**src/nearest_sample_rate_converter_assert.svh**
```systemverilog
// ----------------------------------------------------------------------------
// Assertion macros for the nearest-sample rate converter
// Clocked property checks that compile away under SYNTHESIS.
// ----------------------------------------------------------------------------
`ifndef NEAREST_SAMPLE_RATE_CONVERTER_ASSERT_SVH
`define NEAREST_SAMPLE_RATE_CONVERTER_ASSERT_SVH

`ifndef SYNTHESIS
`define NSRC_ASSERT(lbl, clk, rst_n, prop, msg) \
  lbl: assert property (@(posedge clk) disable iff (!(rst_n)) prop) else $error(msg);
`define NSRC_ASSERT_ALWAYS(lbl, clk, prop, msg) \
  lbl: assert property (@(posedge clk) prop) else $error(msg);
`else
`define NSRC_ASSERT(lbl, clk, rst_n, prop, msg)
`define NSRC_ASSERT_ALWAYS(lbl, clk, prop, msg)
`endif

`endif

```
**src/nsrc_pkg.sv**
```systemverilog
// ----------------------------------------------------------------------------
// Nearest-sample rate converter package
// Widths, reset values, register indexes and sequencer states.
// ----------------------------------------------------------------------------
package nsrc_pkg;

  localparam int RATE_W = 18;
  localparam int POS_W  = 18;
  localparam int DIVD_W = POS_W + RATE_W;

  localparam int FRAME_BITS_DEF = 32;
  localparam int MAX_RUN_DEF    = 64;

  localparam logic [RATE_W-1:0] IN_RATE_RST  = 18'd44100;
  localparam logic [RATE_W-1:0] OUT_RATE_RST = 18'd48000;

  localparam int CFG_IDX_W = 1;
  localparam logic [CFG_IDX_W-1:0] REG_IN_RATE  = 1'b0;
  localparam logic [CFG_IDX_W-1:0] REG_OUT_RATE = 1'b1;

  typedef enum logic [2:0] {
    S_IDLE,
    S_MUL,
    S_DSTART,
    S_DWAIT,
    S_EVAL,
    S_EMIT,
    S_WRAP
  } state_e;

endpackage

```
**src/nsrc_div.sv**
```systemverilog
// ----------------------------------------------------------------------------
// Nearest-sample rate converter divider
// Restoring unsigned divider, one quotient bit per cycle, done pulse at end.
// ----------------------------------------------------------------------------
module nsrc_div
  import nsrc_pkg::*;
(
  input  logic              clk_i,
  input  logic              rst_ni,
  input  logic              start_i,
  input  logic [DIVD_W-1:0] dividend_i,
  input  logic [RATE_W-1:0] divisor_i,
  output logic              done_o,
  output logic [DIVD_W-1:0] quotient_o
);

  localparam int CNT_W = $clog2(DIVD_W);

  logic [DIVD_W-1:0] quo_q, quo_d;
  logic [RATE_W-1:0] rem_q, rem_d;
  logic [RATE_W-1:0] div_q;
  logic [CNT_W-1:0]  cnt_q, cnt_d;
  logic              busy_q, busy_d;
  logic              done_q, done_d;
  logic [RATE_W:0]   shifted;
  logic [RATE_W:0]   diff;
  logic              ge;

  assign shifted = {rem_q, quo_q[DIVD_W-1]};
  assign diff    = shifted - {1'b0, div_q};
  assign ge      = shifted >= {1'b0, div_q};

  always_comb begin
    quo_d  = quo_q;
    rem_d  = rem_q;
    cnt_d  = cnt_q;
    busy_d = busy_q;
    done_d = 1'b0;
    if (start_i) begin
      quo_d  = dividend_i;
      rem_d  = '0;
      cnt_d  = '0;
      busy_d = 1'b1;
    end else if (busy_q) begin
      quo_d = {quo_q[DIVD_W-2:0], ge};
      rem_d = ge ? diff[RATE_W-1:0] : shifted[RATE_W-1:0];
      cnt_d = cnt_q + CNT_W'(1);
      if (cnt_q == CNT_W'(DIVD_W - 1)) begin
        busy_d = 1'b0;
        done_d = 1'b1;
      end
    end
  end

  always_ff @(posedge clk_i or negedge rst_ni) begin
    if (!rst_ni) begin
      busy_q <= 1'b0;
      done_q <= 1'b0;
      cnt_q  <= '0;
    end else begin
      busy_q <= busy_d;
      done_q <= done_d;
      cnt_q  <= cnt_d;
    end
  end

  always_ff @(posedge clk_i) begin
    quo_q <= quo_d;
    rem_q <= rem_d;
    if (start_i) begin
      div_q <= divisor_i;
    end
  end

  assign done_o     = done_q;
  assign quotient_o = quo_q;

endmodule

```
**src/nearest_sample_rate_converter.sv**
```systemverilog
// ----------------------------------------------------------------------------
// Nearest-sample rate converter
// Zero-order-hold rate conversion: each input frame is repeated for every
// output position that maps onto it.
// ----------------------------------------------------------------------------
// Usage: push frames on in_valid_i/in_ready_o; copies come out on
// out_valid_o/out_ready_i with last_o on the final copy of a frame and
// clipped_o on every copy of a frame whose run exceeded MAX_RUN positions.
// A frame may produce no copy at all.
// Rates are written on cfg_valid_i/cfg_ready_o (index 0 in_rate, 1 out_rate)
// while the block is idle; writing in_rate clears both position counters.
// Sequence: when the rates differ, a frame passes an accept, a multiply and
// a divider start state, waits on the 36-step restoring divider, then goes
// through evaluate, any emitted copies and counter-wrap; with equal rates it
// goes from accept straight to one emitted copy and the counter wrap.
// in_ready_o is high only between frames and while no configuration write
// is offered. Copies are shown one per cycle from registered state while
// out_ready_i is high; a stall holds the current copy and the sequencer.
// Reset: rates return to 44100 and 48000, counters clear, no item pending.
// ----------------------------------------------------------------------------
`include "nearest_sample_rate_converter_assert.svh"

module nearest_sample_rate_converter
  import nsrc_pkg::*;
#(
  parameter int FRAME_BITS = FRAME_BITS_DEF,
  parameter int MAX_RUN    = MAX_RUN_DEF
) (
  input  logic                  clk_i,
  input  logic                  rst_ni,
  input  logic                  cfg_valid_i,
  output logic                  cfg_ready_o,
  input  logic [CFG_IDX_W-1:0]  cfg_index_i,
  input  logic [RATE_W-1:0]     cfg_data_i,
  input  logic                  in_valid_i,
  output logic                  in_ready_o,
  input  logic [FRAME_BITS-1:0] in_frame_i,
  output logic                  out_valid_o,
  input  logic                  out_ready_i,
  output logic [FRAME_BITS-1:0] out_frame_o,
  output logic                  last_o,
  output logic                  clipped_o
);

  localparam int RUN_W = $clog2(MAX_RUN + 1);

  state_e state_q, state_d;

  logic [RATE_W-1:0]     in_rate_q, out_rate_q;
  logic [POS_W-1:0]      in_pos_q, out_pos_q;
  logic [POS_W-1:0]      opos_q;
  logic [RUN_W-1:0]      emit_q, cnt_q;
  logic                  clip_q;
  logic [FRAME_BITS-1:0] frame_q;
  logic [DIVD_W-1:0]     prod_q;

  logic [RATE_W-1:0]     ir_eff, or_eff;
  logic                  rates_eq;
  logic                  in_acc, out_acc, cfg_acc;
  logic                  div_start, div_done;
  logic [DIVD_W-1:0]     quotient;
  logic [DIVD_W-1:0]     dividend;
  logic [POS_W:0]        ipos1;
  logic [DIVD_W-1:0]     prod_full;
  logic [DIVD_W-1:0]     opos_ext, count;
  logic                  ahead, over;
  logic [RUN_W-1:0]      emit_n;
  logic                  cnt_end;
  logic [POS_W-1:0]      ipos_inc;

  assign ir_eff   = (in_rate_q == '0) ? RATE_W'(1) : in_rate_q;
  assign or_eff   = (out_rate_q == '0) ? RATE_W'(1) : out_rate_q;
  assign rates_eq = ir_eff == or_eff;

  assign in_acc  = in_valid_i && in_ready_o;
  assign out_acc = out_valid_o && out_ready_i;
  assign cfg_acc = cfg_valid_i && cfg_ready_o;

  assign ipos1     = {1'b0, in_pos_q} + (POS_W + 1)'(1);
  assign prod_full = DIVD_W'(ipos1) * DIVD_W'(or_eff);
  assign dividend  = prod_q + DIVD_W'(ir_eff) - DIVD_W'(1);

  assign opos_ext = DIVD_W'(out_pos_q);
  assign ahead    = quotient > opos_ext;
  assign count    = ahead ? (quotient - opos_ext) : '0;
  assign over     = count > DIVD_W'(MAX_RUN);
  assign emit_n   = over ? RUN_W'(MAX_RUN) : count[RUN_W-1:0];

  assign cnt_end  = cnt_q == (emit_q - RUN_W'(1));
  assign ipos_inc = in_pos_q + POS_W'(1);

  nsrc_div u_div (
    .clk_i      (clk_i),
    .rst_ni     (rst_ni),
    .start_i    (div_start),
    .dividend_i (dividend),
    .divisor_i  (ir_eff),
    .done_o     (div_done),
    .quotient_o (quotient)
  );

  always_comb begin
    state_d = state_q;
    case (state_q)
      S_IDLE: begin
        if (in_acc) begin
          state_d = rates_eq ? S_EMIT : S_MUL;
        end
      end
      S_MUL:    state_d = S_DSTART;
      S_DSTART: state_d = S_DWAIT;
      S_DWAIT: begin
        if (div_done) begin
          state_d = S_EVAL;
        end
      end
      S_EVAL: begin
        state_d = (emit_n == '0) ? S_WRAP : S_EMIT;
      end
      S_EMIT: begin
        if (out_acc && cnt_end) begin
          state_d = S_WRAP;
        end
      end
      S_WRAP:  state_d = S_IDLE;
      default: state_d = S_IDLE;
    endcase
  end

  always_comb begin
    in_ready_o  = 1'b0;
    cfg_ready_o = 1'b0;
    out_valid_o = 1'b0;
    div_start   = 1'b0;
    case (state_q)
      S_IDLE: begin
        in_ready_o  = !cfg_valid_i;
        cfg_ready_o = 1'b1;
      end
      S_DSTART: div_start   = 1'b1;
      S_EMIT:   out_valid_o = 1'b1;
      default: ;
    endcase
  end

  always_ff @(posedge clk_i or negedge rst_ni) begin
    if (!rst_ni) begin
      state_q    <= S_IDLE;
      in_rate_q  <= IN_RATE_RST;
      out_rate_q <= OUT_RATE_RST;
      in_pos_q   <= '0;
      out_pos_q  <= '0;
      opos_q     <= '0;
      emit_q     <= '0;
      cnt_q      <= '0;
      clip_q     <= 1'b0;
    end else begin
      state_q <= state_d;
      if (cfg_acc) begin
        case (cfg_index_i)
          REG_IN_RATE: begin
            in_rate_q <= cfg_data_i;
            in_pos_q  <= '0;
            out_pos_q <= '0;
          end
          REG_OUT_RATE: out_rate_q <= cfg_data_i;
          default: ;
        endcase
      end
      if (in_acc) begin
        cnt_q  <= '0;
        emit_q <= RUN_W'(1);
        clip_q <= 1'b0;
        opos_q <= out_pos_q + POS_W'(1);
      end
      if (state_q == S_EVAL) begin
        emit_q <= emit_n;
        clip_q <= over;
        opos_q <= ahead ? quotient[POS_W-1:0] : out_pos_q;
      end
      if (out_acc) begin
        cnt_q <= cnt_q + RUN_W'(1);
      end
      if (state_q == S_WRAP) begin
        if (ipos_inc >= ir_eff) begin
          in_pos_q  <= ipos_inc - ir_eff;
          out_pos_q <= (opos_q >= or_eff) ? (opos_q - or_eff) : '0;
        end else begin
          in_pos_q  <= ipos_inc;
          out_pos_q <= opos_q;
        end
      end
    end
  end

  always_ff @(posedge clk_i) begin
    if (in_acc) begin
      frame_q <= in_frame_i;
    end
    if (state_q == S_MUL) begin
      prod_q <= prod_full;
    end
  end

  assign out_frame_o = frame_q;
  assign last_o      = cnt_end;
  assign clipped_o   = clip_q;

  `NSRC_ASSERT(a_ready_excl, clk_i, rst_ni, !(in_ready_o && out_valid_o), "ready while emitting")
  `NSRC_ASSERT(a_last_ends, clk_i, rst_ni, (out_acc && last_o) |=> !out_valid_o, "copy after last")
  `NSRC_ASSERT(a_run_cap, clk_i, rst_ni, out_valid_o |-> (emit_q != '0 && cnt_q < emit_q), "run overflow")
  `NSRC_ASSERT(a_clip_full, clk_i, rst_ni, (out_valid_o && clipped_o) |-> (emit_q == RUN_W'(MAX_RUN)), "clipped short run")

endmodule
```
**config.mk**
```make
export PLATFORM = sky130hd
export DESIGN_NAME = nearest_sample_rate_converter
export DESIGN_NICKNAME = d
export VERILOG_FILES = /design/src/nsrc_pkg.sv /design/src/nsrc_div.sv /design/src/nearest_sample_rate_converter.sv
export VERILOG_INCLUDE_DIRS = /design/src /design/src/src
export SDC_FILE = /design/constraint.sdc
export NUM_CORES = 2
export LEC_CHECK = 0
export ABC_AREA = 1
export BUFFER_PORTS_ARGS = -buffer_cell sky130_fd_sc_hd__buf_2
export CAP_MARGIN = 10
export CORE_ASPECT_RATIO = 0.8
export CORE_MARGIN = 5
export CORE_UTILIZATION = 55
export DETAILED_ROUTE_END_ITERATION = 16
export PLACE_DENSITY_LB_ADDON = 0.05
export REMOVE_ABC_BUFFERS = 1
export SYNTH_ARGS = -nofsm -noshare
export SYNTH_HDL_FRONTEND = slang
export SYNTH_SLANG_ARGS = --single-unit
```
**constraint.sdc**
```tcl
create_clock -name clk_i -period 6.57 [get_ports clk_i]
set_input_delay 0.3285 -clock clk_i [delete_from_list [all_inputs] [get_ports clk_i]]
set_output_delay 0.3285 -clock clk_i [all_outputs]
set_load 0.02 [all_outputs]
```
==> results.json <==
{
  "mostFrequentLayoutCells": "nand2_1 (762), inv_1 (703), nor2_1 (342)",
  "fin_crit_sh_pct": 106,
  "grt_start_max_net_pins": 78,
  "utilization_pct": 65.6,
  "routed_via_density": 5.76,
  "diodes": 0,
  "dp_hpwl_mm": 81.3,
  "worstPathArrival_ns": 7.27,
  "drcViolationCount": 0,
  "worstSetupPathType": "register to register",
  "place_congestion": 0.993,
  "dp.cells": 4701,
  "synth_edf_count": 122,
  "grt_pass1_vias": 27151,
  "initial_utilization_pct": 55.6,
  "hp-class": "primary input to register",
  "finalSetupViolCount": 15,
  "violations": "setup timing",
  "area_growth_pct": 17.8,
  "drive_gt1_share_pct": 16.1,
  "clkLatencyLatePin_ns": 0.60,
  "synthArstFlopShare_pct": 45.3,
  "clockBufferDepth": 3,
  "syn_inst": 3798,
  "fmax_mhz": 144,
  "wl_met3_mm": 13.7,
  "cp_data_required_time_ns": 6.90,
  "worstMarginPinSlew_ns": 1.14,
  "port_buffers": 92,
  "grt_use_total_pct": 34.3,
  "fin_tns_setup_ns": -3.14,
  "final_common_cell": "nand2_1",
  "ys_types": 70,
  "yosysWarnings": 0,
  "die_w_um": 268,
  "worstPathMaxFanout": 3,
  "fin_crit_ns": 6.94,
  "max_slew_margin_pct": 23.7,
  "rsz0062_at_grt": "true",
  "r2r_cells": 33,
  "antenna_found_initial": 2,
  "yosysSeqAreaShare_pct": 23.8,
  "numCtsBuffers": 28,
  "skew_ns": 0.0300,
  "place_ws_ns": -0.724,
  "fin_ws_ns": -0.367,
  "dieArea_um2": 57800,
  "endpoint": "prod_q[29]",
  "synth_area_per_cell_um2": 7.69,
  "pin_count": 93,
  "cts_tree": "done",
  "crit_start": "in_pos_q[0]",
  "nFillCells": 4539,
  "finalHoldViolCount": 0,
  "core_area_um2": 52500,
  "cts.htree.levels": 1,
  "outcome": "finished, violations left",
  "drtIter0Drc": 3489,
  "layout.nets": 4681,
  "top_layer": "met5",
  "final_antenna_net_count": 0,
  "crit_top_cell": "fa_1",
  "drv_slew": 0,
  "rr_startpoint": "in_pos_q[0]",
  "clock_sinks": 256,
  "clk_pin_slew_ns": 0.07,
  "max_stage_delay_ns": 0.59,
  "netlist_area_um2": 29200,
  "wl_met1_mm": 43.4,
  "cpMaxStageDelayCell": "fa_1",
  "crit_path_start_kind": "register",
  "clk_root_buffer_cell": "clkbuf_16",
  "wl_per_cell_um": 21.1,
  "die_h_um": 216,
  "rows": 75,
  "gr-total-overflow": 0,
  "totalWireLength_mm": 102,
  "ys_ff_latch": 256,
  "r2r_end": "prod_q[29]",
  "vias": 27810,
  "wl_met2_mm": 41.4,
  "grt_pass1_wl_mm": 155,
  "first_pass_iters": 6,
  "synthFlopType": "edfxtp_1",
  "rrSetupSlack_ns": -0.37,
  "final_cells": 4828,
  "critPathCaptureType": "register",
  "cap_viol_max_count": 0
}
-- how the worst min path moves through the flow --
stage,start,to,slack [ns],cells past startpoint
after floorplan,rst_ni,clipped_o,0.03,0
after global placement,rst_ni,cnt_q[1],0.32,1
after detailed placement,rst_ni,cnt_q[1],0.33,1
after CTS,cfg_data_i[12],out_rate_q[12],0.0004,3
after global routing,cfg_data_i[14],out_rate_q[14],0.03,3
final,cfg_data_i[8],out_rate_q[8],0.02,3
-- synthesized netlist by cell type, types with 4 or more instances --
| cell | count | area (um2) |
|---|---|---|
| o221ai_1 | 5 | 43.8 |
| nand2_2 | 12 | 75.1 |
| o31ai_1 | 6 | 45.0 |
| clkbuf_1 | 101 | 379 |
| buf_1 | 4 | 15.0 |
| dfrtp_1 | 103 | 2580 |
| a221oi_1 | 9 | 78.8 |
| nor2_1 | 357 | 1340 |
| nand2_1 | 795 | 2980 |
| xnor2_1 | 53 | 464 |
| nand3_2 | 4 | 40.0 |
| o21bai_1 | 5 | 37.5 |
| inv_1 | 738 | 2770 |
| a21oi_2 | 5 | 43.8 |
| a21o_1 | 5 | 37.5 |
| nand3_1 | 99 | 495 |
| nand2_4 | 6 | 67.6 |
| ha_1 | 236 | 2950 |
| nor2_2 | 18 | 113 |
| inv_2 | 8 | 30.0 |
| a31oi_1 | 26 | 163 |
| o21ai_0 | 228 | 1140 |
| o21a_1 | 4 | 30.0 |
| clkinv_1 | 10 | 37.5 |
| buf_2 | 9 | 45.0 |
| a21oi_1 | 212 | 1060 |
| edfxtp_1 | 122 | 3660 |
| fa_1 | 276 | 5530 |
| nor4_1 | 20 | 125 |
| or2_2 | 10 | 62.6 |
| o21ai_1 | 14 | 70.1 |
| xor2_1 | 74 | 648 |
| nor3_1 | 35 | 175 |
| nand4_1 | 45 | 282 |
| o211ai_1 | 13 | 97.6 |
| dfstp_2 | 13 | 342 |
| a21boi_0 | 6 | 45.0 |
| nand3b_1 | 8 | 60.1 |
| o22ai_1 | 44 | 275 |
| dfxtp_1 | 18 | 360 |
-- metrics by stage --
step / area (um2) / hold slack, ns
detailed placement: 31900 / 0.329
global route: 34400 / 0.0286
finish: 34400 / 0.0190
CTS: 33900 / 0.000393
global placement: 31900 / 0.320
floorplan: 28700 / 0.0329
-- critical path, delay by kind of cell, from the launching register on --
| kind | cells | cell delay [ns] |
|---|---|---|
| AO/OA/AOI/OAI | 5 | 0.67 |
| XOR/XNOR | 1 | 0.15 |
| adder cells (fa/ha/maj) | 8 | 3.57 |
| buffers and inverters | 12 | 1.07 |
| flip-flops | 1 | 0.37 |
| AND/OR/NAND/NOR | 7 | 0.86 |
-- sequential cells by signal, summed over array words and instances, names as in the netlist --
name	count
u_div.done_o	1
u_div.busy_q	1
state_q	3
clipped_o	1
u_div.quotient_o	36
prod_q	36
u_div.rem_q	18
out_rate_q	18
u_div.div_q	18
cnt_q	7
out_pos_q	18
emit_q	7
in_rate_q	18
u_div.cnt_q	6
out_frame_o	32
in_pos_q	18
opos_q	18
-- area by class of cell --
class                           count  area, um2  area share [%]
Sequential cell                   256       6940            20.2
Multi-Input combinational cell   2665      19700            57.2
Inverter                          758       2870            8.35
Clock inverter                     15        125           0.364
Tap cell                          693        867            2.52
Clock buffer                       37        808            2.35
Timing Repair Buffer              404       3100            9.02
-- cell families (layout without fill, tap and decap cells) --
family                     Yosys count  in the layout  share of synthesized area [%]
and+or+nand+nor                   1417           1417                           20.2
buffers and inverters              877           1214                           11.4
AOI/OAI and AO/OA                  606            606                           11.6
adders and majority gates          512            512                           29.0
DFF                                256            256                           23.8
xor gates and xnor gates           127            127                           3.81
muxes                                3              3                          0.107
-- per-layer routing --
layer / vias up / global-route usage, %
met4: 4 / 9.14
li1: 12668 / -
met3: 273 / 11.0
met5: - / 0
met1: 13342 / 51.3
met2: 1523 / 48.2
-- what timing repair did --
action	4_1_cts	5_1_grt
endpoints found under the hold margin	73	0
setup buffers	23	22
setup endpoints to repair	20	21
pin swaps	81	70
hold buffers	35	0
resized for setup	152	84
Power is not shown: default switching activity piles up to over one toggle a cycle in this logic, so the estimate is an artifact.
